--- src/rtl/core/ras_pkg.sv ---
`timescale 1ns / 1ps
// ----------------------------------------------------------------------------
// ras_pkg: shared definitions for the repeating alarm scheduler
// Operation codes, wake codes, time constants and the repeat advance record.
// ----------------------------------------------------------------------------
package ras_pkg;

	localparam int unsigned ALARM_COUNT_DEF = 4;
	localparam int unsigned SECS_PER_DAY    = 86400;
	localparam int unsigned SECS_PER_MIN    = 60;

	// operation codes
	localparam logic [1:0] OP_TICK = 2'd0;
	localparam logic [1:0] OP_SET  = 2'd1;
	localparam logic [1:0] OP_STOP = 2'd2;

	// wake choice codes
	localparam logic [1:0] WAKE_NONE   = 2'd0;
	localparam logic [1:0] WAKE_ALARM  = 2'd1;
	localparam logic [1:0] WAKE_MINUTE = 2'd2;

	// result of advancing one fired alarm
	typedef struct packed {
		logic        keep;
		logic [31:0] due;
	} adv_t;

	// seconds in a whole number of days, up to seven
	function automatic logic [19:0] day_secs(input logic [2:0] days);
		return 20'(days) * 20'(SECS_PER_DAY);
	endfunction

endpackage

--- src/rtl/core/repeating_alarm_scheduler.sv ---
`timescale 1ns / 1ps
// Sequence: a tick runs EXEC, FIRE over every slot, SCAN over every slot, then FINAL;
// set, stop and unused codes run EXEC, SCAN and FINAL. done is registered in FINAL.
// A new transaction is not taken while one is in the walk; busy drops in the cycle done is
// shown, so the next start can be taken then. The walk goes slot by slot through one
// compare and advance unit, once to fire (tick only) and once to find the nearest alarm.
// Reset: all slots inactive, minute_wake set to 1. Results are not held off by the receiver.
// ----------------------------------------------------------------------------
// repeating_alarm_scheduler: alarm table with weekday repeat and wake choice
// Applies a set or stop, or for a tick walks the slots one per cycle to fire due
// alarms; then walks them for the nearest future alarm and reports the wake time.
// ----------------------------------------------------------------------------
module repeating_alarm_scheduler
	import ras_pkg::*;
#(
	parameter int unsigned ALARM_COUNT = ALARM_COUNT_DEF
) (
	input  logic               clk,
	input  logic               arst_n,
	input  logic               start,
	output logic               busy,
	input  logic [1:0]         operation,
	input  logic [1:0]         slot,
	input  logic [31:0]        now_seconds,
	input  logic [2:0]         now_weekday,
	input  logic [31:0]        due_time,
	input  logic [6:0]         repeat_mask,
	input  logic               cfg_we,
	input  logic               cfg_wdata,
	output logic               done,
	output logic [3:0]         fired_mask,
	output logic [1:0]         next_slot,
	output logic signed [32:0] seconds_to_next,
	output logic [1:0]         wake_kind,
	output logic [31:0]        wake_time
);

	localparam int unsigned IDX_W = (ALARM_COUNT > 1) ? $clog2(ALARM_COUNT) : 1;
	localparam logic [IDX_W-1:0] IDX_LAST = IDX_W'(ALARM_COUNT - 1);

	typedef enum logic [2:0] {
		ST_IDLE,
		ST_EXEC,
		ST_FIRE,
		ST_SCAN,
		ST_FINAL
	} state_t;

	state_t state_q;

	// alarm table
	logic        slot_active_q [ALARM_COUNT];
	logic [31:0] slot_due_q    [ALARM_COUNT];
	logic [6:0]  slot_repeat_q [ALARM_COUNT];
	logic        minute_wake_q;

	// transaction held for the walk
	logic [1:0]  op_q;
	logic [1:0]  slot_q;
	logic [31:0] now_q;
	logic [2:0]  weekday_q;
	logic [31:0] due_in_q;
	logic [6:0]  rep_in_q;

	// walk state
	logic [IDX_W-1:0] idx_q;
	logic [IDX_W-1:0] next_q;
	logic             found_q;
	logic [31:0]      best_q;
	logic [3:0]       fired_q;
	logic [5:0]       rem_q;

	// shared slot unit
	logic        cur_active;
	logic [31:0] cur_due;
	logic        due_le_now;
	logic        due_lt_best;
	logic [4:0]  idx_ext;
	adv_t        adv;

	// final stage
	logic        fin_active;
	logic [31:0] fin_due;
	logic [32:0] next_min;
	logic [5:0]  rem60;
	logic        slot_ok;

	assign busy = (state_q != ST_IDLE);

	assign cur_active  = slot_active_q[idx_q];
	assign cur_due     = slot_due_q[idx_q];
	assign due_le_now  = (cur_due <= now_q);
	assign due_lt_best = (cur_due < best_q);
	assign idx_ext     = 5'(idx_q);
	assign slot_ok     = (32'(slot_q) < 32'(ALARM_COUNT));

	ras_advance u_advance (
		.due         (cur_due),
		.repeat_bits (slot_repeat_q[idx_q]),
		.weekday     (weekday_q),
		.adv         (adv)
	);

	// now mod 60: nibble sum of now/4 gives now/4 mod 15
	always_comb begin
		logic [6:0] nsum;
		logic [4:0] fold;
		logic [31:0] quarter;
		nsum    = 7'd0;
		quarter = {2'b00, now_q[31:2]};
		for (int n = 0; n < 8; n++) begin
			nsum = nsum + 7'(quarter[n*4 +: 4]);
		end
		fold = 5'(nsum[6:4]) + 5'(nsum[3:0]);
		if (fold >= 5'd15) begin
			fold = fold - 5'd15;
		end
		rem60 = {fold[3:0], 2'b00} + 6'(now_q[1:0]);
	end

	// nearest alarm, or slot 0 as it stands when none lies ahead
	assign fin_active = found_q ? 1'b1 : slot_active_q[0];
	assign fin_due    = found_q ? best_q : slot_due_q[0];
	assign next_min   = {1'b0, now_q} + 33'(SECS_PER_MIN) - 33'(rem_q);

	// sequencer, table and registered results
	always_ff @(posedge clk or negedge arst_n) begin
		if (!arst_n) begin
			state_q       <= ST_IDLE;
			minute_wake_q <= 1'b1;
			done          <= 1'b0;
			idx_q         <= '0;
			for (int s = 0; s < ALARM_COUNT; s++) begin
				slot_active_q[s] <= 1'b0;
			end
		end else begin
			done <= 1'b0;
			if (cfg_we) begin
				minute_wake_q <= cfg_wdata;
			end
			unique case (state_q)
				ST_IDLE: begin
					if (start) begin
						op_q      <= operation;
						slot_q    <= slot;
						now_q     <= now_seconds;
						weekday_q <= now_weekday;
						due_in_q  <= due_time;
						rep_in_q  <= repeat_mask;
						state_q   <= ST_EXEC;
					end
				end
				ST_EXEC: begin
					// apply set or stop, start the walk
					idx_q   <= '0;
					found_q <= 1'b0;
					best_q  <= '0;
					next_q  <= '0;
					fired_q <= '0;
					rem_q   <= rem60;
					if (op_q == OP_SET && slot_ok) begin
						slot_due_q[IDX_W'(slot_q)]    <= due_in_q;
						slot_repeat_q[IDX_W'(slot_q)] <= rep_in_q;
						slot_active_q[IDX_W'(slot_q)] <= 1'b1;
					end else if (op_q == OP_STOP && slot_ok) begin
						slot_active_q[IDX_W'(slot_q)] <= 1'b0;
					end
					state_q <= (op_q == OP_TICK) ? ST_FIRE : ST_SCAN;
				end
				ST_FIRE: begin
					// fire a due slot and move it to its next repeat weekday, or turn it off when it has none
					if (cur_active && due_le_now) begin
						if (idx_ext < 5'd4) begin
							fired_q[idx_ext[1:0]] <= 1'b1;
						end
						slot_due_q[idx_q] <= adv.keep ? adv.due : cur_due;
						if (!adv.keep) begin
							slot_active_q[idx_q] <= 1'b0;
						end
					end
					if (idx_q == IDX_LAST) begin
						idx_q   <= '0;
						state_q <= ST_SCAN;
					end else begin
						idx_q <= idx_q + 1'b1;
					end
				end
				ST_SCAN: begin
					// keep the earliest future alarm, lowest slot on a tie
					if (cur_active && !due_le_now && (!found_q || due_lt_best)) begin
						found_q <= 1'b1;
						best_q  <= cur_due;
						next_q  <= idx_q;
					end
					if (idx_q == IDX_LAST) begin
						idx_q   <= '0;
						state_q <= ST_FINAL;
					end else begin
						idx_q <= idx_q + 1'b1;
					end
				end
				ST_FINAL: begin
					// choose the wake and present the result
					fired_mask <= fired_q;
					next_slot  <= 2'(next_q);
					if (fin_active) begin
						seconds_to_next <= {1'b0, fin_due} - {1'b0, now_q};
					end else begin
						seconds_to_next <= '1;
					end
					if (fin_active && (!minute_wake_q || ({1'b0, fin_due} < next_min))) begin
						wake_kind <= WAKE_ALARM;
						wake_time <= fin_due;
					end else if (minute_wake_q) begin
						wake_kind <= WAKE_MINUTE;
						wake_time <= next_min[32] ? 32'hFFFF_FFFF : next_min[31:0];
					end else begin
						wake_kind <= WAKE_NONE;
						wake_time <= '0;
					end
					done    <= 1'b1;
					state_q <= ST_IDLE;
				end
				default: begin
					state_q <= ST_IDLE;
				end
			endcase
		end
	end

	// a result only ever appears as the walk ends
	assert property (@(posedge clk) disable iff (!arst_n) done |-> !busy)
		else $error("result shown while busy");

	// a taken transaction starts the walk
	assert property (@(posedge clk) disable iff (!arst_n) (start && !busy) |=> busy)
		else $error("transaction taken without going busy");

	// only a tick can fire alarms
	assert property (@(posedge clk) disable iff (!arst_n)
		(done && op_q != OP_TICK) |-> (fired_mask == 4'd0))
		else $error("alarm fired on a non-tick operation");

	// no wake means no wake time
	assert property (@(posedge clk) disable iff (!arst_n)
		(done && wake_kind == WAKE_NONE) |-> (wake_time == 32'd0))
		else $error("wake time given with no wake");

	// an alarm wake lies strictly ahead only when it was found ahead
	assert property (@(posedge clk) disable iff (!arst_n)
		(done && wake_kind == WAKE_ALARM && found_q) |-> (seconds_to_next > 33'sd0))
		else $error("future alarm reported at or before now");

endmodule

--- src/rtl/core/ras_advance.sv ---
`timescale 1ns / 1ps
// ----------------------------------------------------------------------------
// ras_advance: repeat advance for one fired alarm
// Finds the first later weekday in the repeat mask and moves the due time on
// by that many days, saturating at the top of the 32-bit range.
// ----------------------------------------------------------------------------
module ras_advance
	import ras_pkg::*;
(
	input  logic [31:0] due,
	input  logic [6:0]  repeat_bits,
	input  logic [2:0]  weekday,
	output adv_t        adv
);

	logic        hit;
	logic [2:0]  step;
	logic [3:0]  day;
	logic [32:0] sum;

	// search the six following weekdays for the first repeat bit
	always_comb begin
		hit  = 1'b0;
		step = 3'd0;
		day  = 4'd0;
		for (int i = 1; i < 7; i++) begin
			day = {1'b0, weekday} + 4'(i);
			if (day >= 4'd7) begin
				day = day - 4'd7;
			end
			if (!hit && repeat_bits[day[2:0]]) begin
				hit  = 1'b1;
				step = 3'(i);
			end
		end
	end

	// add the days, clamp on overflow
	assign sum      = {1'b0, due} + 33'(day_secs(step));
	assign adv.keep = hit;
	assign adv.due  = sum[32] ? 32'hFFFF_FFFF : sum[31:0];

endmodule

--- config.mk ---
export PLATFORM = sky130hd
export DESIGN_NAME = repeating_alarm_scheduler
export DESIGN_NICKNAME = d
export VERILOG_FILES = /design/src/rtl/core/ras_pkg.sv /design/src/rtl/core/repeating_alarm_scheduler.sv /design/src/rtl/core/ras_advance.sv
export SDC_FILE = /design/constraint.sdc
export NUM_CORES = 1
export LEC_CHECK = 0
export ABC_CLOCK_PERIOD_IN_PS = 11800
export BUFFER_PORTS_ARGS = -buffer_cell sky130_fd_sc_hd__buf_2
export CORE_AREA = 2 2 138 275
export DETAILED_ROUTE_END_ITERATION = 12
export DIE_AREA = 0 0 140 277
export PLACE_DENSITY = 0.77
export SYNTH_ARGS = -nofsm -noshare
export SYNTH_HDL_FRONTEND = slang
export SYNTH_SLANG_ARGS = --single-unit
--- constraint.sdc ---
create_clock -name clk -period 11.8 [get_ports clk]
set_input_delay 1.77 -clock clk [delete_from_list [all_inputs] [get_ports clk]]
set_output_delay 1.77 -clock clk [all_outputs]
set_load 0.01 [all_outputs]
==> reports/summary.log, run 1 <==
[run_status] outcome finished with violations
[run_status] failing checks design-rule violations
[clocking] clock insertion delay at the later pin of the skew report 0.55 ns
[final_layout] synth-to-layout area growth 10.7%
[job] total of max-cap violations 0
[final_layout] antenna diode instance count 0
[clocking] cell at the root of the clock tree sky130_fd_sc_hd__clkbuf_16
[logic_synthesis] fraction of registers with async set or reset after synthesis 3.03%
[final_layout] area of combinational cells with multiple inputs 11000 um^2
[clocking] CTS Hold Bufs 0
[die] initial core utilization 61.0%
[power] worst-case vdd ir drop 0.000215 V
[clocking] sinks on the clock net 363
[power] leakage component of the power 9.93 nW
[detailed_routing] vias 16000
[logic_synthesis] most common flop cell mapped by yosys sky130_fd_sc_hd__edfxtp_1
[clocking] number of buffers added for setup after CTS 0
[logic_synthesis] most area-hungry cell type in the Yosys netlist sky130_fd_sc_hd__edfxtp_1
[logic_synthesis] portion of synthesized cell area occupied by the leading cell type 47.0%
[logic_synthesis] syn nets 2231
[clocking] TritonCTS Buffers 34
[sta] setup repair after global routing missed its margin no
[logic_synthesis] number of cells produced by synthesis 1911
[sta] share of the clock period used by the worst path after layout 59.3%
[detailed_routing] via/cell ratio 6.31
[place] final weighted congestion of routability-driven global placement 0.919
[grt] first-pass GRT wire length 87200 um
[sta] worst hold margin 0.422 ns
[sta] number of hold violations in the final report 0
[die] floorplan die width 140 um
[logic_synthesis] Mapped Avg Cell Area 11.8 um^2
[place] count of buffers inserted at the top-level ports 157
[final_layout] number of fill cells in the layout 2786
[setup_path] Crit Path Category reg2reg
[grt] number of global-route vias before repair 15700
[die] total die area 38800 um^2
[logic_synthesis] cell area after synthesis 22500 um^2
[die] Placeable Area 36900 um^2
[logic_synthesis] Post-synth EDFFs 352
[grt] total routing resource utilization after global routing 29.1%
[detailed_routing] Post-DRT Antenna Nets 0
[power] total power density per cell area 217 nW/um^2
[clocking] H-Tree Depth 2
[sta] minimum clock period 6.99 ns
[logic_synthesis] post-synthesis sequential area ratio 48.2%
[detailed_routing] first-iteration detailed-routing DRC count 1177
[final_layout] ratio of cells with drive above 1 in the final layout 16.4%
[setup_path] Worst EP arrival 7.22 ns
[clocking] Clock transition at path regs 0.07 ns
[die] Die Y 277 um
[logic_synthesis] leading post-synthesis cells by cell area sky130_fd_sc_hd__edfxtp_1, sky130_fd_sc_hd__ha_1, sky130_fd_sc_hd__mux4_2, sky130_fd_sc_hd__fa_1, sky130_fd_sc_hd__a21oi_1
[detailed_routing] Total Routed Length 56800 um
[sta] number of max-slew violations in the final report 0
[setup_path] critical path required time 12.03 ns
[sta] Sum Neg Setup Slack 0 ns
[sta] maximum clock rate 0.143 GHz
[die] Placement Rows 100
[setup_path] Critical Path Start Type register
[sta] slew at the pin closest to its max-slew limit 1.14 ns
[grt] sum of overflow across all layers after global routing 0
[detailed_routing] detailed-route DRC error count 9
[setup_path] endpoint class of the critical path register
[grt] largest net degree at the start of global routing 73
[place] Detailed Place HPWL 41900 um
[logic_synthesis] synthesis-stage register bit count 363
[die] number of placed I/O pins 158
[final_layout] area taken by flip-flops and latches 10800 um^2
[setup_path] maximum fanout along the worst path 18
[logic_synthesis] library cells used by synthesis 73
[clocking] largest buffer count on any clock path 3
[grt] number of antenna violations at the first check in global routing 0
[worst_hold_path] classification of the worst-slack hold path reg2reg
[sta] Worst Clk Skew 0.0165 ns
[clocking] number of instances resized during post-cts repair 0
[detailed_routing] Pre-antenna DRT Iters 10
[clocking] clock tree from TritonCTS yes
[logic_synthesis] count of yosys warnings during synthesis 0
[sta] relative slew slack 24.2%
[final_layout] Post-layout nets 2377
[detailed_routing] detail-routed net length per standard cell 22.4 um
[sta] total of endpoints with negative setup slack in the final report 0
==> cells in the mapped netlist, drive strengths merged (26+ instances only) <==
cell type / n
a21o: 49
a21oi: 100
and3: 46
clkbuf: 46
edfxtp: 352
fa: 26
ha: 211
inv: 128
mux2: 39
mux4: 44
nand2: 105
nor2: 113
nor2b: 44
nor3: 44
o211ai: 41
o21ai: 99
o31ai: 30
xnor2: 42
xor2: 32
==> per-layer routing <==
layer  GRT usage [%]  wire, um  vias to the layer above
li1                -         -                     7579
met1            36.0     21600                     7734
met2            49.3     28600                      554
met3            2.65      2460                      161
met4            18.3      4070                        0
met5               0         0                        -
==> stage by stage <==
step	util, %	power [mW]	instances	area, um^2	setup WS (ns)
global route	67.5	5.75	2540	24900	4.22
CTS	67.5	5.40	2540	24900	4.87
floorplan	-	3.63	1911	22500	1.86
detailed placement	64.5	4.27	2480	23800	4.93
global placement	64.5	4.23	2480	23800	5.16
finish	67.5	5.40	2540	24900	4.81
==> logic make-up (layout without fill, tap and decap cells) <==
family | count (synthesis) | after routing | synth area share, %
xor+xnor | 74 | 74 | 2.91
buf+inv | 193 | 363 | 3.35
compound gates | 464 | 464 | 13.6
flops | 363 | 363 | 48.2
fa+ha+maj | 237 | 237 | 14.0
mux | 103 | 103 | 7.24
simple gates | 477 | 477 | 10.6
==> report_power, final <==
part | switching [mW] | internal, mW
clock | 0.490 | 0.617
sequential | 0.0586 | 1.59
combinational | 1.56 | 1.08
total | 2.11 | 3.29
==> state kept, by name, summed over array words and instances (netlist names), named ones only <==
register         cells
done                 1
next_q               2
slot_due_q         128
slot_repeat_q       28
rem_q                6
wake_kind            2
fired_mask           4
seconds_to_next     33
due_in_q            32
wake_time           32
state_q              3
fired_q              4
idx_q                2
weekday_q            3
rep_in_q             7
best_q              32
slot_q               2
found_q              1
minute_wake_q        1
op_q                 2
next_slot            2
now_q               32
==> critical path: stages, from the launching register on <==
cell	delay [ns]
sky130_fd_sc_hd__edfxtp_1	0.70
sky130_fd_sc_hd__inv_1	0.31
sky130_fd_sc_hd__ha_1	0.35
sky130_fd_sc_hd__nor2b_1	0.16
sky130_fd_sc_hd__o21ai_1	0.26
sky130_fd_sc_hd__xor2_1	0.36
sky130_fd_sc_hd__mux2_2	0.38
sky130_fd_sc_hd__a21o_1	0.19
sky130_fd_sc_hd__a211oi_2	0.46
sky130_fd_sc_hd__nor3_1	0.19
sky130_fd_sc_hd__ha_1	0.33
sky130_fd_sc_hd__ha_1	0.21
sky130_fd_sc_hd__xor2_1	0.15
sky130_fd_sc_hd__ha_1	0.34
sky130_fd_sc_hd__o21a_1	0.21
sky130_fd_sc_hd__a21oi_1	0.19
sky130_fd_sc_hd__o31ai_1	0.12
sky130_fd_sc_hd__or2_2	0.33
sky130_fd_sc_hd__o22a_1	0.30
sky130_fd_sc_hd__and3_1	0.22
sky130_fd_sc_hd__buf_4	0.22
sky130_fd_sc_hd__a21oi_1	0.45
sky130_fd_sc_hd__a31oi_1	0.25
==> final timing paths <==
| kind | start | to | slack, ns | depth (start not counted) |
|---|---|---|---|---|
| min in group asynchronous | arst_n | async pin | 1.12 | 1 |
| max reg2reg | weekday_q[0] | slot_due_q[1][25] | 4.81 | 22 |
| max in group asynchronous | arst_n | minute_wake_q | 10.39 | 1 |
| min reg2reg | next_q[1] | next_slot[1] | 0.42 | 0 |
| min | next_q[1] | next_slot[1] | 0.42 | 0 |
| max | weekday_q[0] | slot_due_q[1][25] | 4.81 | 22 |
==> cells in the final DEF (no fill, tap or decap), drive strengths merged, types with 19 or more instances in the layout <==
cell type  count
xor2          32
buf          175
edfxtp       352
nand2        105
clkbuf        40
a31oi         25
o21ai         99
xnor2         42
inv          131
mux2          39
nand3         25
and3          46
mux2i         20
o211ai        41
ha           211
nand2b        19
fa            26
nand4         22
mux4          44
nor2         113
nor2b         44
o31ai         30
a21oi        100
a21o          49
o21a          25
nor3          44
==> layout make-up <==
cell class | instances | area share (%)
clock buffers | 40 | 3.59
inverters | 128 | 1.93
repair buffers | 175 | 3.69
well taps | 459 | 2.30
multi-input cells | 1355 | 44.1
clock inverters | 20 | 0.838
flip-flops and latches | 363 | 43.5
(Power assumes the default switching activity.)
==> run 2: changes to the inputs <==
--- a/config.mk
+++ b/config.mk
@@ -5,7 +5,7 @@
 export SDC_FILE = /design/constraint.sdc
 export NUM_CORES = 1
 export LEC_CHECK = 0
-export ABC_CLOCK_PERIOD_IN_PS = 11800
+export ABC_CLOCK_PERIOD_IN_PS = 6600
 export BUFFER_PORTS_ARGS = -buffer_cell sky130_fd_sc_hd__buf_2
 export CORE_AREA = 2 2 138 275
 export DETAILED_ROUTE_END_ITERATION = 12
==> constraint.sdc (replaced) <==
create_clock -name clk -period 6.6 [get_ports clk]
set_input_delay 0.99 -clock clk [delete_from_list [all_inputs] [get_ports clk]]
set_output_delay 0.99 -clock clk [all_outputs]
set_load 0.01 [all_outputs]
==> reports/summary.log, run 2 (synthesis gave the netlist of run 1 again) <==
[run_status] outcome finished with violations
[run_status] failing checks design-rule violations
[detailed_routing] first-iteration detailed-routing DRC count 1249 [+6.1%]
[power] total power density per cell area 381 nW/um^2 [+76%]
[job] total of max-cap violations 0 [unchanged]
[setup_path] maximum fanout along the worst path 13 [-5]
[setup_path] CP delay by family, top compound AO/OA/AOI/OAI gates
[setup_path] Worst EP arrival 6.47 ns [-0.75 ns]
[detailed_routing] via/cell ratio 6.32 [+0.11%]
[setup_path] endpoint class of the critical path register
[sta] setup repair after global routing missed its margin no
[detailed_routing] detail-routed net length per standard cell 22.1 um [-1.3%]
[grt] number of antenna violations at the first check in global routing 0 [unchanged]
[sta] number of max-slew violations in the final report 0 [unchanged]
[grt] GR Layer Usage met1 35.0% [-1.1 points]
[clocking] CTS Hold Bufs 0 [unchanged]
[clocking] largest buffer count on any clock path 3 [unchanged]
[grt] sum of overflow across all layers after global routing 0 [unchanged]
[grt] number of global-route vias before repair 15700 [+0.096%]
[grt] first-pass GRT wire length 86100 um [-1.2%]
[clocking] H-Tree Depth 1 [-1]
[setup_path] critical register-to-register path startpoint weekday_q[1]
[worst_hold_path] classification of the worst-slack hold path in2async
[die] number of placed I/O pins 158 [unchanged]
[setup_path] critical path startpoint weekday_q[1]
[place] Placed Cells incl. Taps 2492 [+0.48%]
[power] power share of the sequential group 31.1% [+0.5 points]
[setup_path] cell with the largest stage delay on the worst path sky130_fd_sc_hd__mux4_2
[place] Detailed Place HPWL 41900 um [about the same]
[setup_path] Largest stage delay, worst path 0.56 ns [-0.14 ns]
[detailed_routing] vias 16100 [+0.47%]
[sta] total of endpoints with negative setup slack in the final report 0 [unchanged]
[final_layout] Post-layout nets 2388 [+0.46%]
[clocking] clock insertion delay at the later pin of the skew report 0.61 ns [+0.06 ns]
[setup_path] Crit Path Category reg2reg
[die] Die Y 277 um [unchanged]
[die] floorplan die width 140 um [unchanged]
[place] post-place instance area 23900 um^2 [+0.42%]
[final_layout] registers with the highest flip-flop counts slot_due_q x128, seconds_to_next x33
[setup_path] library cell appearing most often on the critical path sky130_fd_sc_hd__ha_1
[final_layout] number of fill cells in the layout 2822 [+1.3%]
[power] reported net switching power 3.78 mW [+79%]
[power] worst-case vdd ir drop 0.000339 V [+58%]
[sta] worst hold margin 0.263 ns [-0.159 ns]
[power] internal cell power 5.77 mW [+75%]
[power] logic gate share of total power 49.6% [+0.7 points]
[final_layout] most common library cell in the layout ignoring fill and taps sky130_fd_sc_hd__edfxtp_1
[final_layout] register with the most flip-flops slot_due_q
[detailed_routing] Pre-antenna DRT Iters 10 [unchanged]
[power] leakage component of the power 9.96 nW [+0.32%]
[sta] slew at the pin closest to its max-slew limit 1.11 ns [-0.0216 ns]
[grt] GR Layer Usage met2 49.6% [+0.33 points]
[detailed_routing] detailed-route DRC error count 8 [-1]
[setup_path] critical path required time 6.90 ns [-5.13 ns]
[sta] number of hold violations in the final report 0 [unchanged]
[die] Placement Rows 100 [unchanged]
[clocking] Clock transition at path regs 0.08 ns [about the same]
[clocking] clock tree from TritonCTS yes
[sta] relative slew slack 25.4% [+1.2 points]
[grt] largest net degree at the start of global routing 66 [-9.6%]
[place] final weighted congestion of routability-driven global placement 0.931 [+1.3%]
[final_layout] area of all placed cells without fillers 25000 um^2 [+0.45%]
[grt] GRT met3 Usage 2.91% [+0.26 points]
[setup_path] ordered cell list for the critical path inv_1 > ha_1 > inv_1 > fa_1 > xnor2_1 > mux4_2 > mux2i_1 > o311ai_2 > o21ai_0 > inv_1 > ha_1 > ha_1 > xor2_1 > ha_1 > o21a_1 > a21oi_1 > o31ai_1 > or2_2 > o22a_1 > and3_4 > a21oi_1 > a31oi_1
[detailed_routing] Post-DRT Antenna Nets 0 [unchanged]
[setup_path] Critical Path Start Type register
[clocking] TritonCTS Buffers 31 [-8.8%]
[final_layout] flip-flop count of the largest register, all copies and words added 128 [unchanged]
[final_layout] final non-filler cell total 2549 [+0.35%]
[final_layout] synth-to-layout area growth 11.2%
[sta] share of the clock period used by the worst path after layout 93.4% [+34 points]
[die] total die area 38800 um^2 [unchanged]
[detailed_routing] Total Routed Length 56200 um [-1.0%]
[final_layout] antenna diode instance count 0 [unchanged]
[final_layout] ratio of cells with drive above 1 in the final layout 17.6% [+1.2 points]
[clocking] sinks on the clock net 363 [unchanged]
[die] Placeable Area 36900 um^2 [unchanged]
[grt] total routing resource utilization after global routing 28.8% [-0.36 points]
[power] switching power share of the total 39.6% [+0.55 points]
[power] share of total power in the clock network 19.3% [-1.2 points]
[clocking] cell at the root of the clock tree sky130_fd_sc_hd__clkbuf_16
[grt] most congested layer reported by global routing met2
[sta] maximum clock rate 0.162 GHz [+13%]
[die] initial core utilization 61.0% [unchanged]
[setup_path] CP bufs+invs 3 [+1]
[place] count of buffers inserted at the top-level ports 157 [unchanged]
[final_layout] most used cells in the layout excluding fill and tap cells sky130_fd_sc_hd__edfxtp_1, sky130_fd_sc_hd__ha_1, sky130_fd_sc_hd__buf_2, sky130_fd_sc_hd__inv_1, sky130_fd_sc_hd__nor2_1
[sta] minimum clock period 6.16 ns [-0.830 ns]
[sta] Worst Clk Skew 0.0141 ns [-0.00240 ns]
==> run 2: final timing paths <==
kind	endpoint	slack (ns)	cells past startpoint
worst max-delay path	slot_due_q[3][31]	0.44	22
worst min-delay path	async pin	0.26	1
worst max register to register	slot_due_q[3][31]	0.44	22
worst min register to register	next_slot[1]	0.43	0
max in group asynchronous	minute_wake_q	6.05	1
min in group clk	next_slot[1]	0.43	0
==> run 2: power by group through the flow <==
stage / Combinational [mW] / Sequential [mW] / Clock, mW
floorplan: 3.55 / 2.94 / 0
global placement: 4.56 / 3.01 / 0
detailed placement: 4.61 / 3.02 / 0
CTS: 4.66 / 2.97 / 1.88
global route: 5.26 / 2.98 / 1.95
finish: 4.74 / 2.97 / 1.84
==> run 2: through the flow <==
| step | power (mW) | setup WS [ns] | utilization, % | TNS [ns] |
|---|---|---|---|---|
| after floorplan | 6.49 | -0.247 | - | -15.82 |
| after global placement | 7.57 | 0.255 | 64.8 | 0 |
| after detailed placement | 7.63 | 0.0659 | 64.8 | 0 |
| after CTS | 9.51 | 0.0298 | 67.6 | 0 |
| after global routing | 10.2 | 0.0133 | 67.8 | 0 |
| final | 9.54 | 0.437 | 67.8 | 0 |
==> run 2: metal layers <==
layer / up-vias / wire length, um
li1: 7602 / -
met1: 7758 / 21000
met2: 570 / 28600
met3: 173 / 2860
met4: 0 / 3770
met5: - / 0
==> run 2: cell type report <==
| type | count | area, um^2 | area share (%) |
|---|---|---|---|
| multi-input cells | 1355 | 11100 | 44.3 |
| repair buffers | 189 | 1030 | 4.10 |
| clock buffers | 32 | 779 | 3.11 |
| well taps | 459 | 574 | 2.29 |
| inverters | 128 | 480 | 1.92 |
| clock inverters | 23 | 235 | 0.940 |
| flip-flops and latches | 363 | 10800 | 43.3 |
==> run 2: what timing repair did <==
action | in CTS | in global routing
resized for setup | 0 | 17
endpoints found under the hold margin | 0 | 0
setup endpoints to repair | 0 | 124
buffers inserted | 0 | 2
